$ cat config.mk
export PLATFORM = sky130hd
export DESIGN_NAME = rgb_led_fade_controller
export DESIGN_NICKNAME = d
export VERILOG_FILES = /design/src/rtl/core/rlf_pkg.sv /design/src/rtl/core/rlf_ctrl.sv /design/src/rtl/core/rlf_datapath.sv /design/src/rtl/core/rgb_led_fade_controller.sv
export SDC_FILE = /design/constraint.sdc
export NUM_CORES = 1
export LEC_CHECK = 0
export BUFFER_PORTS_ARGS = -buffer_cell sky130_fd_sc_hd__buf_2
export CORE_MARGIN = 10
export CORE_UTILIZATION = 35
export CTS_BUF_LIST = sky130_fd_sc_hd__clkbuf_2 sky130_fd_sc_hd__clkbuf_4 sky130_fd_sc_hd__clkbuf_8
export CTS_CLUSTER_DIAMETER = 200
export DETAILED_ROUTE_END_ITERATION = 10
export PLACE_DENSITY = 0.51
export SLEW_MARGIN = 30
export SYNTH_ARGS = -nofsm -noshare
export SYNTH_HDL_FRONTEND = slang
export SYNTH_SLANG_ARGS = --single-unit
export TNS_END_PERCENT = 20
$ cat constraint.sdc
create_clock -name clk -period 11.7 [get_ports clk]
set_clock_uncertainty 0.05 [all_clocks]
set_input_delay 2.34 -clock clk [delete_from_list [all_inputs] [get_ports clk]]
set_output_delay 2.34 -clock clk [all_outputs]
set_load 0.005 [all_outputs]
$ cat src/rtl/core/rlf_pkg.sv
`default_nettype none
// Package for the RGB LED fade controller: widths, command and mode codes,
// beat payload types and the control and status groups between the FSM and datapath.
// No dependencies.
package rlf_pkg;

    localparam int COLOUR_BITS    = 8;
    localparam int INTERVAL_BITS  = 16;
    localparam int CMD_BITS       = 3;
    localparam int MODE_BITS      = 3;
    localparam int ZONE_BITS      = 3;
    localparam int NUM_LEVELS     = 6;
    localparam int LEVEL_BITS     = 3 * COLOUR_BITS;
    localparam int CFG_INDEX_BITS = 3;
    localparam int LEVEL_IDX_BITS = 3;

    localparam logic [INTERVAL_BITS-1:0] LONG_WAIT  = INTERVAL_BITS'(20);
    localparam logic [INTERVAL_BITS-1:0] SHORT_WAIT = INTERVAL_BITS'(10);

    localparam logic [CMD_BITS-1:0] CMD_TICK   = 3'd0;
    localparam logic [CMD_BITS-1:0] CMD_MODE   = 3'd1;
    localparam logic [CMD_BITS-1:0] CMD_SENSOR = 3'd2;
    localparam logic [CMD_BITS-1:0] CMD_ALARM  = 3'd3;
    localparam logic [CMD_BITS-1:0] CMD_FADE   = 3'd4;
    localparam logic [CMD_BITS-1:0] CMD_SET    = 3'd5;

    localparam logic [MODE_BITS-1:0] MODE_OFF     = 3'd0;
    localparam logic [MODE_BITS-1:0] MODE_DAY     = 3'd1;
    localparam logic [MODE_BITS-1:0] MODE_EVENING = 3'd2;
    localparam logic [MODE_BITS-1:0] MODE_NIGHT   = 3'd3;
    localparam logic [MODE_BITS-1:0] MODE_HIGH    = 3'd4;
    localparam logic [MODE_BITS-1:0] MODE_DIM     = 3'd5;
    localparam logic [MODE_BITS-1:0] MODE_MANUAL  = 3'd6;
    localparam logic [MODE_BITS-1:0] MODE_ALL_OFF = 3'd7;

    localparam logic [LEVEL_IDX_BITS-1:0] LVL_BRIGHT = 3'd0;
    localparam logic [LEVEL_IDX_BITS-1:0] LVL_DIM    = 3'd1;
    localparam logic [LEVEL_IDX_BITS-1:0] LVL_NIGHT  = 3'd4;
    localparam logic [LEVEL_IDX_BITS-1:0] LVL_OFF    = 3'd5;

    localparam logic [ZONE_BITS-1:0] ZONE_MAX = 3'd5;

    typedef enum logic [2:0] {
        OP_NONE,
        OP_TICK,
        OP_FADE,
        OP_ALL_OFF,
        OP_SET
    } op_t;

    typedef struct packed {
        logic [CMD_BITS-1:0]      command;
        logic [MODE_BITS-1:0]     mode_value;
        logic [ZONE_BITS-1:0]     zone;
        logic                     alarm;
        logic [COLOUR_BITS-1:0]   red_in;
        logic [COLOUR_BITS-1:0]   green_in;
        logic [COLOUR_BITS-1:0]   blue_in;
        logic [INTERVAL_BITS-1:0] step_interval;
    } item_t;

    typedef struct packed {
        logic [COLOUR_BITS-1:0] red_out;
        logic [COLOUR_BITS-1:0] green_out;
        logic [COLOUR_BITS-1:0] blue_out;
        logic                   fading;
        logic [MODE_BITS-1:0]   mode_out;
    } result_t;

    typedef struct packed {
        logic                      accept;
        logic                      tgt_load;
        logic                      tgt_from_level;
        logic [LEVEL_IDX_BITS-1:0] tgt_level;
        logic                      tgt_short;
        logic                      apply;
        op_t                       op;
        logic                      store_mode;
        logic                      store_zone;
        logic                      store_alarm;
        logic                      emit;
    } ctl_t;

    typedef struct packed {
        logic [CMD_BITS-1:0]  command;
        logic [MODE_BITS-1:0] mode_value;
        logic [ZONE_BITS-1:0] zone_sat;
        logic                 alarm;
        logic [MODE_BITS-1:0] mode_now;
        logic [ZONE_BITS-1:0] zone_now;
        logic                 alarm_now;
        logic                 out_free;
    } sts_t;

endpackage
`default_nettype wire

$ cat src/rtl/core/rlf_ctrl.sv
`default_nettype none
// Controller FSM of the RGB LED fade controller: decodes each event into
// target selection and a datapath operation. Depends on rlf_pkg.
module rlf_ctrl (
    input  wire logic         clk,
    input  wire logic         rst_n,
    input  wire logic         item_valid,
    output logic              item_stall,
    input  rlf_pkg::sts_t     sts,
    output rlf_pkg::ctl_t     ctl
);
    import rlf_pkg::*;

    typedef enum logic [3:0] {
        ST_IDLE   = 4'b0001,
        ST_DECODE = 4'b0010,
        ST_APPLY  = 4'b0100,
        ST_EMIT   = 4'b1000
    } state_t;

    state_t state_reg, state_next;
    op_t    op_reg;
    logic   store_mode_reg, store_zone_reg, store_alarm_reg;

    op_t                       dec_op;
    logic                      dec_store_mode, dec_store_zone, dec_store_alarm;
    logic                      dec_from_level, dec_short;
    logic [LEVEL_IDX_BITS-1:0] dec_level;

    always_comb
    begin
        dec_op          = OP_NONE;
        dec_store_mode  = 1'b0;
        dec_store_zone  = 1'b0;
        dec_store_alarm = 1'b0;
        dec_from_level  = 1'b1;
        dec_short       = 1'b0;
        dec_level       = LVL_OFF;
        case (sts.command)
            CMD_TICK:
            begin
                dec_op = OP_TICK;
            end
            CMD_MODE:
            begin
                if (sts.mode_value != sts.mode_now)
                begin
                    dec_store_mode = 1'b1;
                    case (sts.mode_value)
                        MODE_OFF:
                        begin
                            dec_op    = OP_FADE;
                            dec_level = LVL_OFF;
                            dec_short = 1'b1;
                        end
                        MODE_DAY:
                        begin
                            dec_op    = OP_FADE;
                            dec_level = LVL_BRIGHT;
                        end
                        MODE_EVENING:
                        begin
                            dec_op    = OP_FADE;
                            dec_level = sts.zone_now;
                        end
                        MODE_NIGHT:
                        begin
                            dec_op    = OP_FADE;
                            dec_level = LVL_NIGHT;
                        end
                        MODE_HIGH:
                        begin
                            dec_op    = OP_FADE;
                            dec_level = LVL_BRIGHT;
                            dec_short = 1'b1;
                        end
                        MODE_DIM:
                        begin
                            dec_op    = OP_FADE;
                            dec_level = LVL_DIM;
                            dec_short = 1'b1;
                        end
                        MODE_ALL_OFF:
                        begin
                            dec_op = OP_ALL_OFF;
                        end
                        default:
                        begin
                            dec_op = OP_NONE;
                        end
                    endcase
                end
            end
            CMD_SENSOR:
            begin
                dec_store_zone = 1'b1;
                case (sts.mode_now)
                    MODE_OFF, MODE_DAY:
                    begin
                        dec_op    = OP_FADE;
                        dec_level = LVL_BRIGHT;
                    end
                    MODE_EVENING:
                    begin
                        dec_op    = OP_FADE;
                        dec_level = sts.zone_sat;
                    end
                    MODE_NIGHT:
                    begin
                        dec_op    = OP_FADE;
                        dec_level = sts.alarm_now ? LVL_DIM : LVL_NIGHT;
                        dec_short = sts.alarm_now;
                    end
                    default:
                    begin
                        dec_op = OP_NONE;
                    end
                endcase
            end
            CMD_ALARM:
            begin
                dec_store_alarm = 1'b1;
                if (sts.mode_now == MODE_NIGHT)
                begin
                    dec_op    = OP_FADE;
                    dec_level = sts.alarm ? LVL_DIM : LVL_NIGHT;
                    dec_short = sts.alarm;
                end
            end
            CMD_FADE:
            begin
                dec_op         = OP_FADE;
                dec_from_level = 1'b0;
            end
            CMD_SET:
            begin
                dec_op = OP_SET;
            end
            default:
            begin
                dec_op = OP_NONE;
            end
        endcase
    end

    always_comb
    begin
        state_next = state_reg;
        case (state_reg)
            ST_IDLE:
            begin
                if (item_valid)
                begin
                    state_next = ST_DECODE;
                end
            end
            ST_DECODE:
            begin
                state_next = ST_APPLY;
            end
            ST_APPLY:
            begin
                state_next = ST_EMIT;
            end
            ST_EMIT:
            begin
                if (sts.out_free)
                begin
                    state_next = ST_IDLE;
                end
            end
            default:
            begin
                state_next = ST_IDLE;
            end
        endcase
    end

    always_ff @(posedge clk or negedge rst_n)
    begin
        if (!rst_n)
        begin
            state_reg       <= ST_IDLE;
            op_reg          <= OP_NONE;
            store_mode_reg  <= 1'b0;
            store_zone_reg  <= 1'b0;
            store_alarm_reg <= 1'b0;
        end
        else
        begin
            state_reg <= state_next;
            if (state_reg == ST_DECODE)
            begin
                op_reg          <= dec_op;
                store_mode_reg  <= dec_store_mode;
                store_zone_reg  <= dec_store_zone;
                store_alarm_reg <= dec_store_alarm;
            end
        end
    end

    assign item_stall = (state_reg != ST_IDLE);

    always_comb
    begin
        ctl.accept         = (state_reg == ST_IDLE) && item_valid;
        ctl.tgt_load       = (state_reg == ST_DECODE);
        ctl.tgt_from_level = dec_from_level;
        ctl.tgt_level      = dec_level;
        ctl.tgt_short      = dec_short;
        ctl.apply          = (state_reg == ST_APPLY);
        ctl.op             = op_reg;
        ctl.store_mode     = store_mode_reg;
        ctl.store_zone     = store_zone_reg;
        ctl.store_alarm    = store_alarm_reg;
        ctl.emit           = (state_reg == ST_EMIT) && sts.out_free;
    end

endmodule
`default_nettype wire

$ cat src/rtl/core/rlf_datapath.sv
`default_nettype none
// Datapath of the RGB LED fade controller: level registers, color and fade
// state, incremental per-channel step arithmetic and the result register. Depends on rlf_pkg.
module rlf_datapath (
    input  wire logic                            clk,
    input  wire logic                            rst_n,
    input  rlf_pkg::item_t                       item,
    input  rlf_pkg::ctl_t                        ctl,
    output rlf_pkg::sts_t                        sts,
    input  wire logic                            cfg_we,
    input  wire logic [rlf_pkg::CFG_INDEX_BITS-1:0] cfg_index,
    input  wire logic [rlf_pkg::LEVEL_BITS-1:0]  cfg_data,
    output logic                                 result_valid,
    input  wire logic                            result_stall,
    output rlf_pkg::result_t                     result
);
    import rlf_pkg::*;

    localparam int CB = COLOUR_BITS;

    logic [LEVEL_BITS-1:0]    level_reg [NUM_LEVELS];
    item_t                    item_reg;
    logic [CB-1:0]            colour_reg [3];
    logic [CB-1:0]            target_reg [3];
    logic [CB-1:0]            pos_reg [3];
    logic [CB-1:0]            rem_reg [3];
    logic signed [CB:0]       delta_reg [3];
    logic [CB-1:0]            steps_total_reg;
    logic [CB-1:0]            steps_done_reg;
    logic [INTERVAL_BITS-1:0] ticks_reg;
    logic [INTERVAL_BITS-1:0] interval_reg;
    logic [INTERVAL_BITS-1:0] interval_tgt_reg;
    logic                     fade_active_reg;
    logic [MODE_BITS-1:0]     mode_reg;
    logic [ZONE_BITS-1:0]     zone_reg;
    logic                     alarm_reg;
    logic                     result_valid_reg;
    result_t                  result_reg;

    logic [LEVEL_BITS-1:0]    level_sel;
    logic [ZONE_BITS-1:0]     zone_sat;
    logic signed [CB:0]       diff [3];
    logic [CB-1:0]            absd [3];
    logic [CB-1:0]            max01;
    logic [CB-1:0]            most;
    logic signed [CB+1:0]     acc [3];
    logic signed [CB+1:0]     acc_up [3];
    logic signed [CB+1:0]     acc_dn [3];
    logic signed [CB+1:0]     m_ext;
    logic [CB-1:0]            pos_next [3];
    logic [CB-1:0]            rem_next [3];
    logic [CB-1:0]            steps_done_next;

    always_comb
    begin
        case (ctl.tgt_level)
            3'd0:    level_sel = level_reg[0];
            3'd1:    level_sel = level_reg[1];
            3'd2:    level_sel = level_reg[2];
            3'd3:    level_sel = level_reg[3];
            3'd4:    level_sel = level_reg[4];
            default: level_sel = level_reg[5];
        endcase
    end

    assign zone_sat = (item_reg.zone > ZONE_MAX) ? ZONE_MAX : item_reg.zone;

    always_comb
    begin
        for (int c = 0; c < 3; c++)
        begin
            diff[c] = $signed({1'b0, target_reg[c]}) - $signed({1'b0, colour_reg[c]});
            if (diff[c][CB])
            begin
                absd[c] = CB'(-diff[c]);
            end
            else
            begin
                absd[c] = diff[c][CB-1:0];
            end
        end
        max01 = (absd[0] > absd[1]) ? absd[0] : absd[1];
        most  = (absd[2] > max01) ? absd[2] : max01;
    end

    assign m_ext           = $signed({2'b00, steps_total_reg});
    assign steps_done_next = steps_done_reg + 1'b1;

    always_comb
    begin
        for (int c = 0; c < 3; c++)
        begin
            acc[c]    = $signed({2'b00, rem_reg[c]}) + $signed({delta_reg[c][CB], delta_reg[c]});
            acc_up[c] = acc[c] + m_ext;
            acc_dn[c] = acc[c] - m_ext;
            if (acc[c] < 0)
            begin
                pos_next[c] = pos_reg[c] - 1'b1;
                rem_next[c] = acc_up[c][CB-1:0];
            end
            else if (acc[c] >= m_ext)
            begin
                pos_next[c] = pos_reg[c] + 1'b1;
                rem_next[c] = acc_dn[c][CB-1:0];
            end
            else
            begin
                pos_next[c] = pos_reg[c];
                rem_next[c] = acc[c][CB-1:0];
            end
        end
    end

    always_ff @(posedge clk)
    begin
        if (ctl.accept)
        begin
            item_reg <= item;
        end
        if (ctl.tgt_load)
        begin
            if (ctl.tgt_from_level)
            begin
                target_reg[0]    <= level_sel[3*CB-1:2*CB];
                target_reg[1]    <= level_sel[2*CB-1:CB];
                target_reg[2]    <= level_sel[CB-1:0];
                interval_tgt_reg <= ctl.tgt_short ? SHORT_WAIT : LONG_WAIT;
            end
            else
            begin
                target_reg[0]    <= item_reg.red_in;
                target_reg[1]    <= item_reg.green_in;
                target_reg[2]    <= item_reg.blue_in;
                interval_tgt_reg <= item_reg.step_interval;
            end
        end
        if (ctl.apply)
        begin
            if ((ctl.op == OP_FADE) && (most != '0))
            begin
                for (int c = 0; c < 3; c++)
                begin
                    pos_reg[c]   <= colour_reg[c];
                    rem_reg[c]   <= '0;
                    delta_reg[c] <= diff[c];
                end
            end
            else if ((ctl.op == OP_TICK) && fade_active_reg && (ticks_reg >= interval_reg))
            begin
                for (int c = 0; c < 3; c++)
                begin
                    pos_reg[c] <= pos_next[c];
                    rem_reg[c] <= rem_next[c];
                end
            end
        end
        if (ctl.emit)
        begin
            result_reg.red_out   <= colour_reg[0];
            result_reg.green_out <= colour_reg[1];
            result_reg.blue_out  <= colour_reg[2];
            result_reg.fading    <= fade_active_reg;
            result_reg.mode_out  <= mode_reg;
        end
    end

    always_ff @(posedge clk or negedge rst_n)
    begin
        if (!rst_n)
        begin
            for (int i = 0; i < NUM_LEVELS; i++)
            begin
                level_reg[i] <= '0;
            end
            for (int c = 0; c < 3; c++)
            begin
                colour_reg[c] <= '1;
            end
            steps_total_reg  <= '0;
            steps_done_reg   <= '0;
            ticks_reg        <= '0;
            interval_reg     <= '0;
            fade_active_reg  <= 1'b0;
            mode_reg         <= MODE_OFF;
            zone_reg         <= '0;
            alarm_reg        <= 1'b0;
            result_valid_reg <= 1'b0;
        end
        else
        begin
            if (cfg_we && (cfg_index < CFG_INDEX_BITS'(NUM_LEVELS)))
            begin
                level_reg[cfg_index] <= cfg_data;
            end

            if (ctl.apply)
            begin
                if (ctl.store_mode)
                begin
                    mode_reg <= item_reg.mode_value;
                end
                if (ctl.store_zone)
                begin
                    zone_reg <= zone_sat;
                end
                if (ctl.store_alarm)
                begin
                    alarm_reg <= item_reg.alarm;
                end
                case (ctl.op)
                    OP_TICK:
                    begin
                        if (fade_active_reg)
                        begin
                            if (ticks_reg < interval_reg)
                            begin
                                ticks_reg <= ticks_reg + 1'b1;
                            end
                            else
                            begin
                                ticks_reg      <= '0;
                                steps_done_reg <= steps_done_next;
                                for (int c = 0; c < 3; c++)
                                begin
                                    colour_reg[c] <= pos_next[c];
                                end
                                if (steps_done_next >= steps_total_reg)
                                begin
                                    fade_active_reg <= 1'b0;
                                end
                            end
                        end
                    end
                    OP_FADE:
                    begin
                        if (most == '0)
                        begin
                            fade_active_reg <= 1'b0;
                        end
                        else
                        begin
                            steps_total_reg <= most;
                            steps_done_reg  <= '0;
                            ticks_reg       <= '0;
                            interval_reg    <= interval_tgt_reg;
                            fade_active_reg <= 1'b1;
                        end
                    end
                    OP_ALL_OFF:
                    begin
                        for (int c = 0; c < 3; c++)
                        begin
                            colour_reg[c] <= '1;
                        end
                        fade_active_reg <= 1'b0;
                    end
                    OP_SET:
                    begin
                        colour_reg[0] <= item_reg.red_in;
                        colour_reg[1] <= item_reg.green_in;
                        colour_reg[2] <= item_reg.blue_in;
                    end
                    default:
                    begin
                    end
                endcase
            end

            if (ctl.emit)
            begin
                result_valid_reg <= 1'b1;
            end
            else if (!result_stall)
            begin
                result_valid_reg <= 1'b0;
            end
        end
    end

    always_comb
    begin
        sts.command    = item_reg.command;
        sts.mode_value = item_reg.mode_value;
        sts.zone_sat   = zone_sat;
        sts.alarm      = item_reg.alarm;
        sts.mode_now   = mode_reg;
        sts.zone_now   = zone_reg;
        sts.alarm_now  = alarm_reg;
        sts.out_free   = !result_valid_reg || !result_stall;
    end

    assign result_valid = result_valid_reg;
    assign result       = result_reg;

endmodule
`default_nettype wire

$ cat src/rtl/core/rgb_led_fade_controller.sv
`default_nettype none
// A result beat is registered once its event beat has passed the decode, apply and
// result steps of the controller FSM; a new event is taken only while the FSM is idle,
// and a stalled result register holds the FSM in its last step.
// Asynchronous reset sets color all ones, mode off and level registers zero.
// Top level of the RGB LED fade controller; depends on rlf_pkg, rlf_ctrl and rlf_datapath.
module rgb_led_fade_controller (
    input  wire logic                               clk,
    input  wire logic                               rst_n,
    input  wire logic                               item_valid,
    output logic                                    item_stall,
    input  rlf_pkg::item_t                          item,
    output logic                                    result_valid,
    input  wire logic                               result_stall,
    output rlf_pkg::result_t                        result,
    input  wire logic                               cfg_we,
    input  wire logic [rlf_pkg::CFG_INDEX_BITS-1:0] cfg_index,
    input  wire logic [rlf_pkg::LEVEL_BITS-1:0]     cfg_data
);
    import rlf_pkg::*;

    ctl_t ctl;
    sts_t sts;

    rlf_ctrl u_ctrl (
        .clk        (clk),
        .rst_n      (rst_n),
        .item_valid (item_valid),
        .item_stall (item_stall),
        .sts        (sts),
        .ctl        (ctl)
    );

    rlf_datapath u_datapath (
        .clk          (clk),
        .rst_n        (rst_n),
        .item         (item),
        .ctl          (ctl),
        .sts          (sts),
        .cfg_we       (cfg_we),
        .cfg_index    (cfg_index),
        .cfg_data     (cfg_data),
        .result_valid (result_valid),
        .result_stall (result_stall),
        .result       (result)
    );

endmodule
`default_nettype wire

==> reports/qor.txt, run 1 <==
run status = complete, no violations
headroom to the max-slew limit = 34.3%
pin count of the biggest net entering global routing = 100
fin worst setup slack = 3470 ps
number of storage elements in the synthesis netlist = 428
depth of the most critical reg-to-reg path = 28
core region area = 68700 µm²
Post-Syn Instances = 2312
Syn. warnings = 0
overall track demand over capacity in global routing = 16.8%
proportion of total power due to net switching = 43.1%
via count of the first global-routing pass = 18.6k
cell depth of the worst min-delay path = 1
Final setup viols = 0
number of antenna violations at the first check in global routing = 2
sequential element share of the synthesized area = 48.3%
stage delay of the slowest cell on the critical path = 640 ps
dominant synthesized flop cell = dfrtp_1
clock network latency to the later pin of the worst-skew pair = 670 ps
number of enable flip-flop cells after synthesis = 193
Layout Cells excl Fill = 3436
power per standard cell area = 252 nW/µm²
simple-gate area share of the yosys netlist = 12.2%
area share of xor/xnor cells in the synthesized design = 3.27%
Worst Path Class, Setup = reg -> reg
number of clock sinks = 428
final count of pins violating max slew = 0
Worst Setup End Kind = register
post-route fraction of the period consumed by the critical path = 70.4%
total instance count after detailed placement = 3299
wire length per cell = 20.1 µm
clock tree from TritonCTS = built
number of DRC violations after detailed routing = 0
multiplexer fraction of the synthesized cell area = 9.17%
die footprint = 80200 µm²
source of the worst hold timing path = u_datapath.interval_tgt_reg[14]
overall power after layout = 0.00693 W
endpoint of the worst-slack reg-to-reg timing path = u_datapath.pos_reg[0][12]
number of buffer and inverter stages on the critical path = 3
IO Count = 112
share of total power in sequential cells = 30.6%
async set-reset flop share out of synthesis = 54.9%
post-detailed-placement cell area = 26000 µm²
setup repair after global routing missed its margin = false
maximum operating frequency = 0.121 GHz
TritonCTS Buffers = 73
share of power burned in combinational logic = 49.2%
largest fanout on the critical path = 31
crit start category = register
number of post-CTS setup repair buffers = 0
routed wire length = 69.2 mm
effective utilization at floorplan = 35.3%
routing layer with the top usage in global route = met2
most prevalent standard cell on the critical path = ha_1
reg-to-reg setup timing slack = 3470 ps
Crit path max-delay family = simple AND/OR/NAND/NOR gates
met1 track demand over resource = 21.7%
die height = 283 µm
max FFs per register = 144
number of design-rule violations left by the first detailed-router iteration = 1022
post-synthesis compound-gate area fraction = 15.0%
main combinational cell family by area after synthesis = compound AO/OA/AOI/OAI gates
share of layout cells above drive strength 1 = 20.2%
remaining global-route overflow = 0
clock transition at the register clock pins on the worst setup and hold paths after CTS = 70 ps
area growth from synthesis to layout = 13.3%
Pleak = 11.2 nW
max-capacitance violation count = 0
adder-cell share of the synthesized area = 8.57%
number of nets in the layout = 2685
count of endpoints failing hold in the final timing report = 0
GR Layer Usage met3 = 2.73%
number of library cell types mapped by synthesis = 87
Clk network pwr share = 20.2%
design area = 27500 µm²
slowest stage cell, crit path = nor2_2
reg-to-reg critical path startpoint = u_datapath.colour_reg[16]
DR vias = 18.2k
final RePlAce weighted congestion = 0.876
post-cts gate resize count = 0
Data arrival, critical path = 8530 ps
TritonRoute pass-1 iters = 5
Hold Path Sink = u_datapath.interval_reg[14]
met2 Use GR = 28.1%
number of vias per cell after detailed routing = 5.28
wire length of the first global-routing pass = 108 mm
post-layout minimum cycle time = 8230 ps
synthesized area = 24300 µm²
IO buf count = 111
Switch Pwr = 0.00298 W
total negative slack for setup checks = 0 ps
dpl ws = 3470 ps
H-tree depth reported by CTS = 3
internal power contribution = 0.00394 W
Data required, critical path = 12000 ps
count of cell instances traversed by the critical path = 28
DPL Wire Length = 48.9 mm
post-cts hold buffer count = 0
buffer cell driving the clock tree root = clkbuf_8
Hold Path Class = reg -> reg
clock buffer depth = 3
average footprint of a synthesized cell = 10.5 µm²
Max rail drop VDD = 0.339 mV
x dimension of the die = 283 µm
Cell Rows = 96
post-synthesis net count = 2553
transition time at the pin with the least slew margin = 986 ps
number of nets still failing antenna checks after routing = 0
[cell usage in the layout, fill, tap and decap left out, types with 19 or more instances in the layout]
cell	count
and3_1	19
a21o_1	28
edfxtp_1	193
dfstp_2	25
o21ai_0	106
clkbuf_8	75
o21a_1	20
mux2_2	157
xor2_1	24
mux2i_1	23
and2_1	22
a21oi_1	165
a31oi_1	50
nor2_1	189
nor3_1	44
inv_1	130
nand2_1	231
o21bai_1	26
dfrtp_1	210
buf_4	31
ha_1	147
nand3_1	30
clkbuf_4	26
xnor2_1	59
buf_2	110
nor2b_1	19
o22ai_1	36
[layer usage]
| layer | wire length, µm | vias up |
|---|---|---|
| met3 | 2800 | 99 |
| met5 | 11 | - |
| met1 | 31800 | 9003 |
| met4 | 1630 | 2 |
| li1 | - | 8660 |
| met2 | 32900 | 387 |
[how the worst max path moves through the flow]
stage | start | end | slack (ps)
after floorplan | u_datapath.colour_reg[16] | u_datapath.pos_reg[0][0] | 4770
after global placement | u_datapath.target_reg[0][0] | u_datapath.pos_reg[0][13] | 3560
after detailed placement | u_datapath.colour_reg[16] | u_datapath.pos_reg[0][13] | 3470
after CTS | u_datapath.colour_reg[16] | u_datapath.rem_reg[0][9] | 3410
after global routing | u_datapath.target_reg[0][0] | u_datapath.rem_reg[0][9] | 2910
final | u_datapath.colour_reg[16] | u_datapath.pos_reg[0][12] | 3470
[cells by family after synthesis]
group           count (synthesis)
simple gates                  650
buf+inv                       221
mux                           199
compound gates                568
fa+ha+maj                     159
xor+xnor                       87
flops                         428
[cells in the mapped netlist (all sizes together), types with 6 or more instances]
library cell / instances / area [µm²]
nor3: 45 / 225
xnor2: 61 / 549
dfrtp: 210 / 5260
o221ai: 13 / 114
buf: 7 / 43.8
o22ai: 36 / 225
nand2b: 18 / 113
a2111oi: 6 / 77.6
o221a: 7 / 78.8
a31oi: 50 / 313
dfstp: 25 / 657
a21o: 28 / 210
mux2: 175 / 1970
fa: 12 / 240
or2: 14 / 87.6
o21ai: 113 / 566
nand4: 8 / 50.1
xor2: 26 / 243
nand3: 30 / 150
and2: 22 / 138
and4: 6 / 52.6
o31ai: 12 / 100
nor2: 194 / 731
nor4: 10 / 62.6
and3: 19 / 119
ha: 147 / 1840
o21bai: 26 / 195
clkbuf: 80 / 300
a21oi: 171 / 867
a211oi: 21 / 178
a221oi: 7 / 61.3
or3: 14 / 87.6
nand2: 231 / 867
mux2i: 24 / 253
o211ai: 9 / 67.6
a22oi: 7 / 52.6
nor2b: 19 / 119
o21a: 20 / 150
edfxtp: 193 / 5800
inv: 133 / 499
[layout make-up]
type | instances | area, µm²
Antenna cell | 1 | 2.50
Clock buffer | 101 | 1230
Clock inverter | 34 | 278
Fill cell | 6811 | 41200
Inverter | 134 | 503
Multi-Input combinational cell | 1663 | 11800
Sequential cell | 428 | 11700
Tap cell | 931 | 1160
Timing Repair Buffer | 144 | 815
[per-stage QoR]
step                      utilization (%)  hold WS, ps
after floorplan                         -          389
after global routing                 40.0          434
final                                40.0          410
after CTS                            40.0          410
after detailed placement             37.8          400
after global placement               37.8          400
[power groups by stage]
| stage | clock network [W] | registers (W) | logic, W |
|---|---|---|---|
| floorplan | 0 | 0.00205 | 0.00251 |
| global placement | 0 | 0.00213 | 0.00332 |
| detailed placement | 0 | 0.00214 | 0.00337 |
| CTS | 0.00145 | 0.00211 | 0.00338 |
| global route | 0.00152 | 0.00215 | 0.00379 |
| finish | 0.00140 | 0.00212 | 0.00341 |
[worst register-to-register path, delay by kind of cell, from the launching register on]
family,cells,cell delay [ps]
AND/OR/NAND/NOR,8,2380
multiplexers,1,400
buffers and inverters,3,700
AO/OA/AOI/OAI,10,2240
adder cells (fa/ha/maj),4,1280
flip-flops,1,390
XOR/XNOR,2,430
Power figures use the tool's default switching activity.
==> run 2: changes to the inputs <==
Settings changed: PLACE_DENSITY 0.51 to 0.53.
Clock period 11.7 ns to 7.5 ns, I/O delays scaled along.
==> run 2 against run 1 <==
Effect of this change:
- critical path type unchanged
- sequential power grew 56%
- power grew 58%
- first-iteration DRC count grew 13%
- sequential cell count is the same
==> reports/qor.txt, run 2 (synthesized netlist as in run 1, its figures left out) <==
run status = complete, no violations
DPL Wire Length = 48.2 mm
post-layout minimum cycle time = 6960 ps
number of post-CTS setup repair buffers = 0
number of vias per cell after detailed routing = 5.30
die height = 283 µm
Max rail drop VDD = 0.584 mV
largest fanout on the critical path = 17
crit start category = register
count of endpoints failing hold in the final timing report = 0
stage delay of the slowest cell on the critical path = 420 ps
max FFs per register = 144
clock buffer depth = 3
Worst Setup End Kind = register
flip-flop and latch area = 11700 µm²
number of buffer and inverter stages on the critical path = 4
final core utilization = 40.1%
wire length per cell = 19.8 µm
clock network latency to the later pin of the worst-skew pair = 660 ps
total of fill cells in the finished design = 6694
buffer cell driving the clock tree root = clkbuf_8
setup repair after global routing missed its margin = false
Data arrival, critical path = 7280 ps
Final setup viols = 0
clock transition at the register clock pins on the worst setup and hold paths after CTS = 60 ps
x dimension of the die = 283 µm
number of nets in the layout = 2682
core region area = 68700 µm²
post-cts hold buffer count = 0
number of DRC violations after detailed routing = 0
post-cts gate resize count = 0
IO buf count = 111
number of antenna violations at the first check in global routing = 2
number of design-rule violations left by the first detailed-router iteration = 1156
Crit path max-delay family = compound AO/OA/AOI/OAI gates
remaining global-route overflow = 0
area growth from synthesis to layout = 13.6%
IO Count = 112
number of nets still failing antenna checks after routing = 0
Hold Path Class = reg -> reg
die footprint = 80200 µm²
final RePlAce weighted congestion = 0.870
clock tree from TritonCTS = built
transition time at the pin with the least slew margin = 980 ps
design area = 27500 µm²
total negative slack for setup checks = 0 ps
commonest cells after routing, fill and taps aside = 229 x nand2_1, 210 x dfrtp_1, 193 x edfxtp_1
number of clock sinks = 428
most common library cell in the layout ignoring fill and taps = nand2_1
post-route fraction of the period consumed by the critical path = 92.8%
final count of pins violating max slew = 0
routed wire length = 68.0 mm
TritonCTS Buffers = 73
Cell Rows = 96
pin count of the biggest net entering global routing = 162
overall power after layout = 0.0109 W
share of layout cells above drive strength 1 = 20.4%
DR vias = 18.2k
effective utilization at floorplan = 35.3%
most prevalent standard cell on the critical path = ha_1
slowest stage cell, crit path = fa_1
Worst Path Class, Setup = reg -> reg
wire length of the first global-routing pass = 107 mm
TritonRoute pass-1 iters = 7
area taken by multi-input logic gates = 11800 µm²
Data required, critical path = 7820 ps
post-detailed-placement cell area = 26000 µm²
headroom to the max-slew limit = 34.4%
H-tree depth reported by CTS = 3
Pleak = 11.2 nW
maximum operating frequency = 0.144 GHz
power per standard cell area = 397 nW/µm²
via count of the first global-routing pass = 18.8k
overall track demand over capacity in global routing = 16.7%
max-capacitance violation count = 0
-- run 2: cell type report --
class | count | share of cell area, %
clock inverter | 23 | 0.627
sequential | 428 | 42.5
clock buffer | 108 | 4.83
inverter | 134 | 1.83
tap | 931 | 4.23
antenna | 4 | 0.0363
multi-input combinational | 1663 | 42.9
timing repair buffer | 141 | 3.05
-- run 2: through the flow --
stage	setup WS, ps	hold WS [ps]	cells
2_1_floorplan	573	389	2312
3_5_place_dp	306	405	3296
4_1_cts	283	422	3427
5_1_grt	41.6	431	3430
3_3_place_gp	473	399	3296
6_report	538	414	3432
-- run 2: worst paths after layout --
path | start | endpoint | slack (ps) | cells past startpoint
min reg2reg | u_datapath.interval_tgt_reg[13] | u_datapath.interval_reg[13] | 410 | 1
min in group asynchronous | rst_n | u_datapath.zone_reg[1] | 780 | 1
min | u_datapath.interval_tgt_reg[13] | u_datapath.interval_reg[13] | 410 | 1
max | u_datapath.target_reg[0][0] | u_datapath.pos_reg[0][23] | 540 | 29
max in group asynchronous | rst_n | u_datapath.level_reg[47] | 5280 | 3
max reg2reg | u_datapath.target_reg[0][0] | u_datapath.pos_reg[0][23] | 540 | 29
-- run 2: where the power goes --
| part | switching [W] | total, W | internal (W) |
|---|---|---|---|
| Sequential | 0.000314 | 0.00331 | 0.00299 |
| Combinational | 0.00335 | 0.00543 | 0.00207 |
| Clock | 0.000980 | 0.00219 | 0.00121 |
-- run 2: worst reg2reg max path: cells and delay by family (launching register included) --
kind                     cells  cell delay, ps
multiplexers                 1             390
AND/OR/NAND/NOR              8            1620
AO/OA/AOI/OAI               10            1900
buffers and inverters        4             570
XOR/XNOR                     2             490
adder cells (fa/ha/maj)      4            1290
flip-flops                   1             330
-- run 2: metal layers --
metal / vias to the layer above / global-route usage [%] / share of wire (%)
met4: 0 / 5.73 / 2.1
met5: - / 0 / 0
met1: 8983 / 21.5 / 45
met3: 93 / 2.34 / 4.7
li1: 8650 / - / -
met2: 476 / 28.4 / 49
==> run 3: changes to the inputs <==
Settings changed: ABC_AREA set to 1, SKIP_LAST_GASP set to 1.
==> run 3 against run 2 <==
Effect of this change:
- design area rose by 2.0%
- register-to-register slack improved by 220 ps
- sequential power fell by 3%
- global-route usage fell by 0.058 points
- hold slack got worse by 22 ps
- sequential share of layout area fell by 0.83 points
==> reports/qor.txt, run 3 <==
stage delay of the slowest cell on the critical path = 640 ps
core region area = 70400 µm²
internal power contribution = 0.00553 W
max-capacitance violation count = 0
final core utilization = 39.9%
source of the worst hold timing path = u_datapath.interval_tgt_reg[15]
die height = 287 µm
share of layout cells above drive strength 1 = 11.2%
routed wire length = 68.4 mm
post-synthesis net count = 3260
Switch Pwr = 0.00410 W
async set-reset flop share out of synthesis = 54.9%
number of design-rule violations left by the first detailed-router iteration = 1224
sequential element share of the synthesized area = 46.9%
Final setup viols = 0
number of vias per cell after detailed routing = 4.84
area share of xor/xnor cells in the synthesized design = 2.59%
post-layout minimum cycle time = 6740 ps
Post-Syn Instances = 3019
post-detailed-placement cell area = 26500 µm²
count of endpoints failing hold in the final timing report = 0
design area = 28100 µm²
share of power burned in combinational logic = 43.0%
top-count cell post-synth = nand2_1
number of storage elements in the synthesis netlist = 428
via count of the first global-routing pass = 19.9k
Worst Setup End Kind = register
crit start category = register
post-cts hold buffer count = 0
IO Count = 112
Synth area leaders = edfxtp_1 23%, dfrtp_1 21%, nand2_1 13%
effective utilization at floorplan = 35.4%
clock network latency to the later pin of the worst-skew pair = 680 ps
main combinational cell family by area after synthesis = simple AND/OR/NAND/NOR gates
most common library cell in the layout ignoring fill and taps = nand2_1
number of library cell types mapped by synthesis = 56
area growth from synthesis to layout = 12.6%
number of antenna violations at the first check in global routing = 1
multiplexer fraction of the synthesized cell area = 0.135%
buffer cell driving the clock tree root = clkbuf_8
wire length per cell = 16.5 µm
dominant synthesized flop cell = dfrtp_1
most prevalent standard cell on the critical path = nand2_1
Pleak = 13.1 nW
reg-to-reg critical path startpoint = u_datapath.colour_reg[18]
overall track demand over capacity in global routing = 16.6%
total instance count after detailed placement = 3995
maximum operating frequency = 0.148 GHz
synthesized area = 24900 µm²
slowest stage cell, crit path = inv_2
Worst Path Class, Setup = reg -> reg
setup repair after global routing missed its margin = true
power per standard cell area = 343 nW/µm²
Clk network pwr share = 23.6%
fraction of post-synthesis cell area in the top cell type by area = 23.2%
Max rail drop VDD = 0.363 mV
share of total power in sequential cells = 33.4%
TritonRoute pass-1 iters = 6
proportion of total power due to net switching = 42.6%
average footprint of a synthesized cell = 8.26 µm²
remaining global-route overflow = 0
headroom to the max-slew limit = 36.5%
DR vias = 20.0k
post-route fraction of the period consumed by the critical path = 89.8%
final RePlAce weighted congestion = 0.855
largest fanout on the critical path = 30
total of fill cells in the finished design = 7382
number of nets still failing antenna checks after routing = 0
worst hold slack across all endpoints = 392 ps
pin count of the biggest net entering global routing = 151
dpl ws = 739 ps
Crit path max-delay family = simple AND/OR/NAND/NOR gates
x dimension of the die = 287 µm
Data arrival, critical path = 7290 ps
Syn. warnings = 0
wire length of the first global-routing pass = 111 mm
IO buf count = 111
run status = complete, no violations
Layout Cells excl Fill = 4136
post-synthesis compound-gate area fraction = 10.0%
die footprint = 82300 µm²
number of DRC violations after detailed routing = 0
origin of the worst setup path = u_datapath.colour_reg[18]
number of clock sinks = 428
number of nets in the layout = 3374
Cell Rows = 97
simple-gate area share of the yosys netlist = 24.8%
Hold Path Class = reg -> reg
final count of pins violating max slew = 0
DPL Wire Length = 48.0 mm
H-tree depth reported by CTS = 3
adder-cell share of the synthesized area = 8.34%
TritonCTS Buffers = 76
fin worst setup slack = 761 ps
Data required, critical path = 8050 ps
number of buffer and inverter stages on the critical path = 5
clock transition at the register clock pins on the worst setup and hold paths after CTS = 60 ps
most instantiated cells after synthesis = 843 x nand2_1, 340 x inv_1, 242 x o21ai_0
max FFs per register = 144
number of enable flip-flop cells after synthesis = 193
clock buffer depth = 3
commonest cells after routing, fill and taps aside = 842 x nand2_1, 340 x inv_1, 242 x o21ai_0
cell taking the most area after synthesis = edfxtp_1
transition time at the pin with the least slew margin = 952 ps
clock tree from TritonCTS = built
[run 3: changes by cell type in the layout (fill, tap and decap cells not counted), moves of 35 or more]
cell,change
nand2_1,+613
o22ai_1,-35
xnor2_1,-41
nand4_1,+61
o21ai_0,+136
mux2_2,-154
a21oi_1,-68
inv_1,+210
nand3_1,+192
[run 3: logic make-up after synthesis]
logic type      Yosys count
simple gates           1451
flops                   428
xor+xnor                 73
mux                       3
fa+ha+maj               159
compound gates          451
buf+inv                 454
[run 3: through the flow]
step	total power (W)	TNS, ps
floorplan	0.00619	0
global placement	0.00738	0
detailed placement	0.00740	0
CTS	0.00972	0
global route	0.0105	-742
finish	0.00963	0
[run 3: final cells by class]
class | instances | area (µm²) | share of cell area [%]
Multi-Input combinational cell | 2137 | 11500 | 41.0
Sequential cell | 428 | 11700 | 41.7
Clock buffer | 106 | 1320 | 4.68
Antenna cell | 1 | 2.50 | 0.00891
Tap cell | 940 | 1180 | 4.19
Clock inverter | 34 | 264 | 0.940
Timing Repair Buffer | 139 | 788 | 2.81
Inverter | 351 | 1320 | 4.69
[run 3: worst paths after layout]
check                      depth (start not counted)                          end  slack (ps)
max in group asynchronous                          2     u_datapath.level_reg[93]        5280
setup / recovery                                  37   u_datapath.interval_reg[1]         760
hold / removal                                     2  u_datapath.interval_reg[15]         390
setup reg to reg                                  37   u_datapath.interval_reg[1]         760
min in group asynchronous                          1     u_datapath.level_reg[29]         760
hold reg to reg                                    2  u_datapath.interval_reg[15]         390
[run 3: repair_timing]
item                                    4_1_cts  5_1_grt
gates resized for setup                       0        1
buffers inserted                              0        0
endpoints found under the setup margin        0       47
[run 3: power groups by stage]
| stage | combinational [W] | sequential (W) | clock [W] |
|---|---|---|---|
| global placement | 0.00413 | 0.00325 | 0 |
| floorplan | 0.00302 | 0.00317 | 0 |
| detailed placement | 0.00414 | 0.00326 | 0 |
| finish | 0.00414 | 0.00322 | 0.00227 |
| global route | 0.00474 | 0.00326 | 0.00245 |
| CTS | 0.00416 | 0.00322 | 0.00235 |
[run 3: layer usage]
| metal | wire length (µm) | GRT usage, % |
|---|---|---|
| met5 | 0 | 0 |
| met4 | 1200 | 4.31 |
| met3 | 2920 | 2.72 |
| met2 | 31500 | 27.3 |
| met1 | 32800 | 22.5 |
[run 3: worst min-delay path: stages (launching register included)]
cell      delay, ps
edfxtp_1        320
nand2_1          50
nand2_1          40
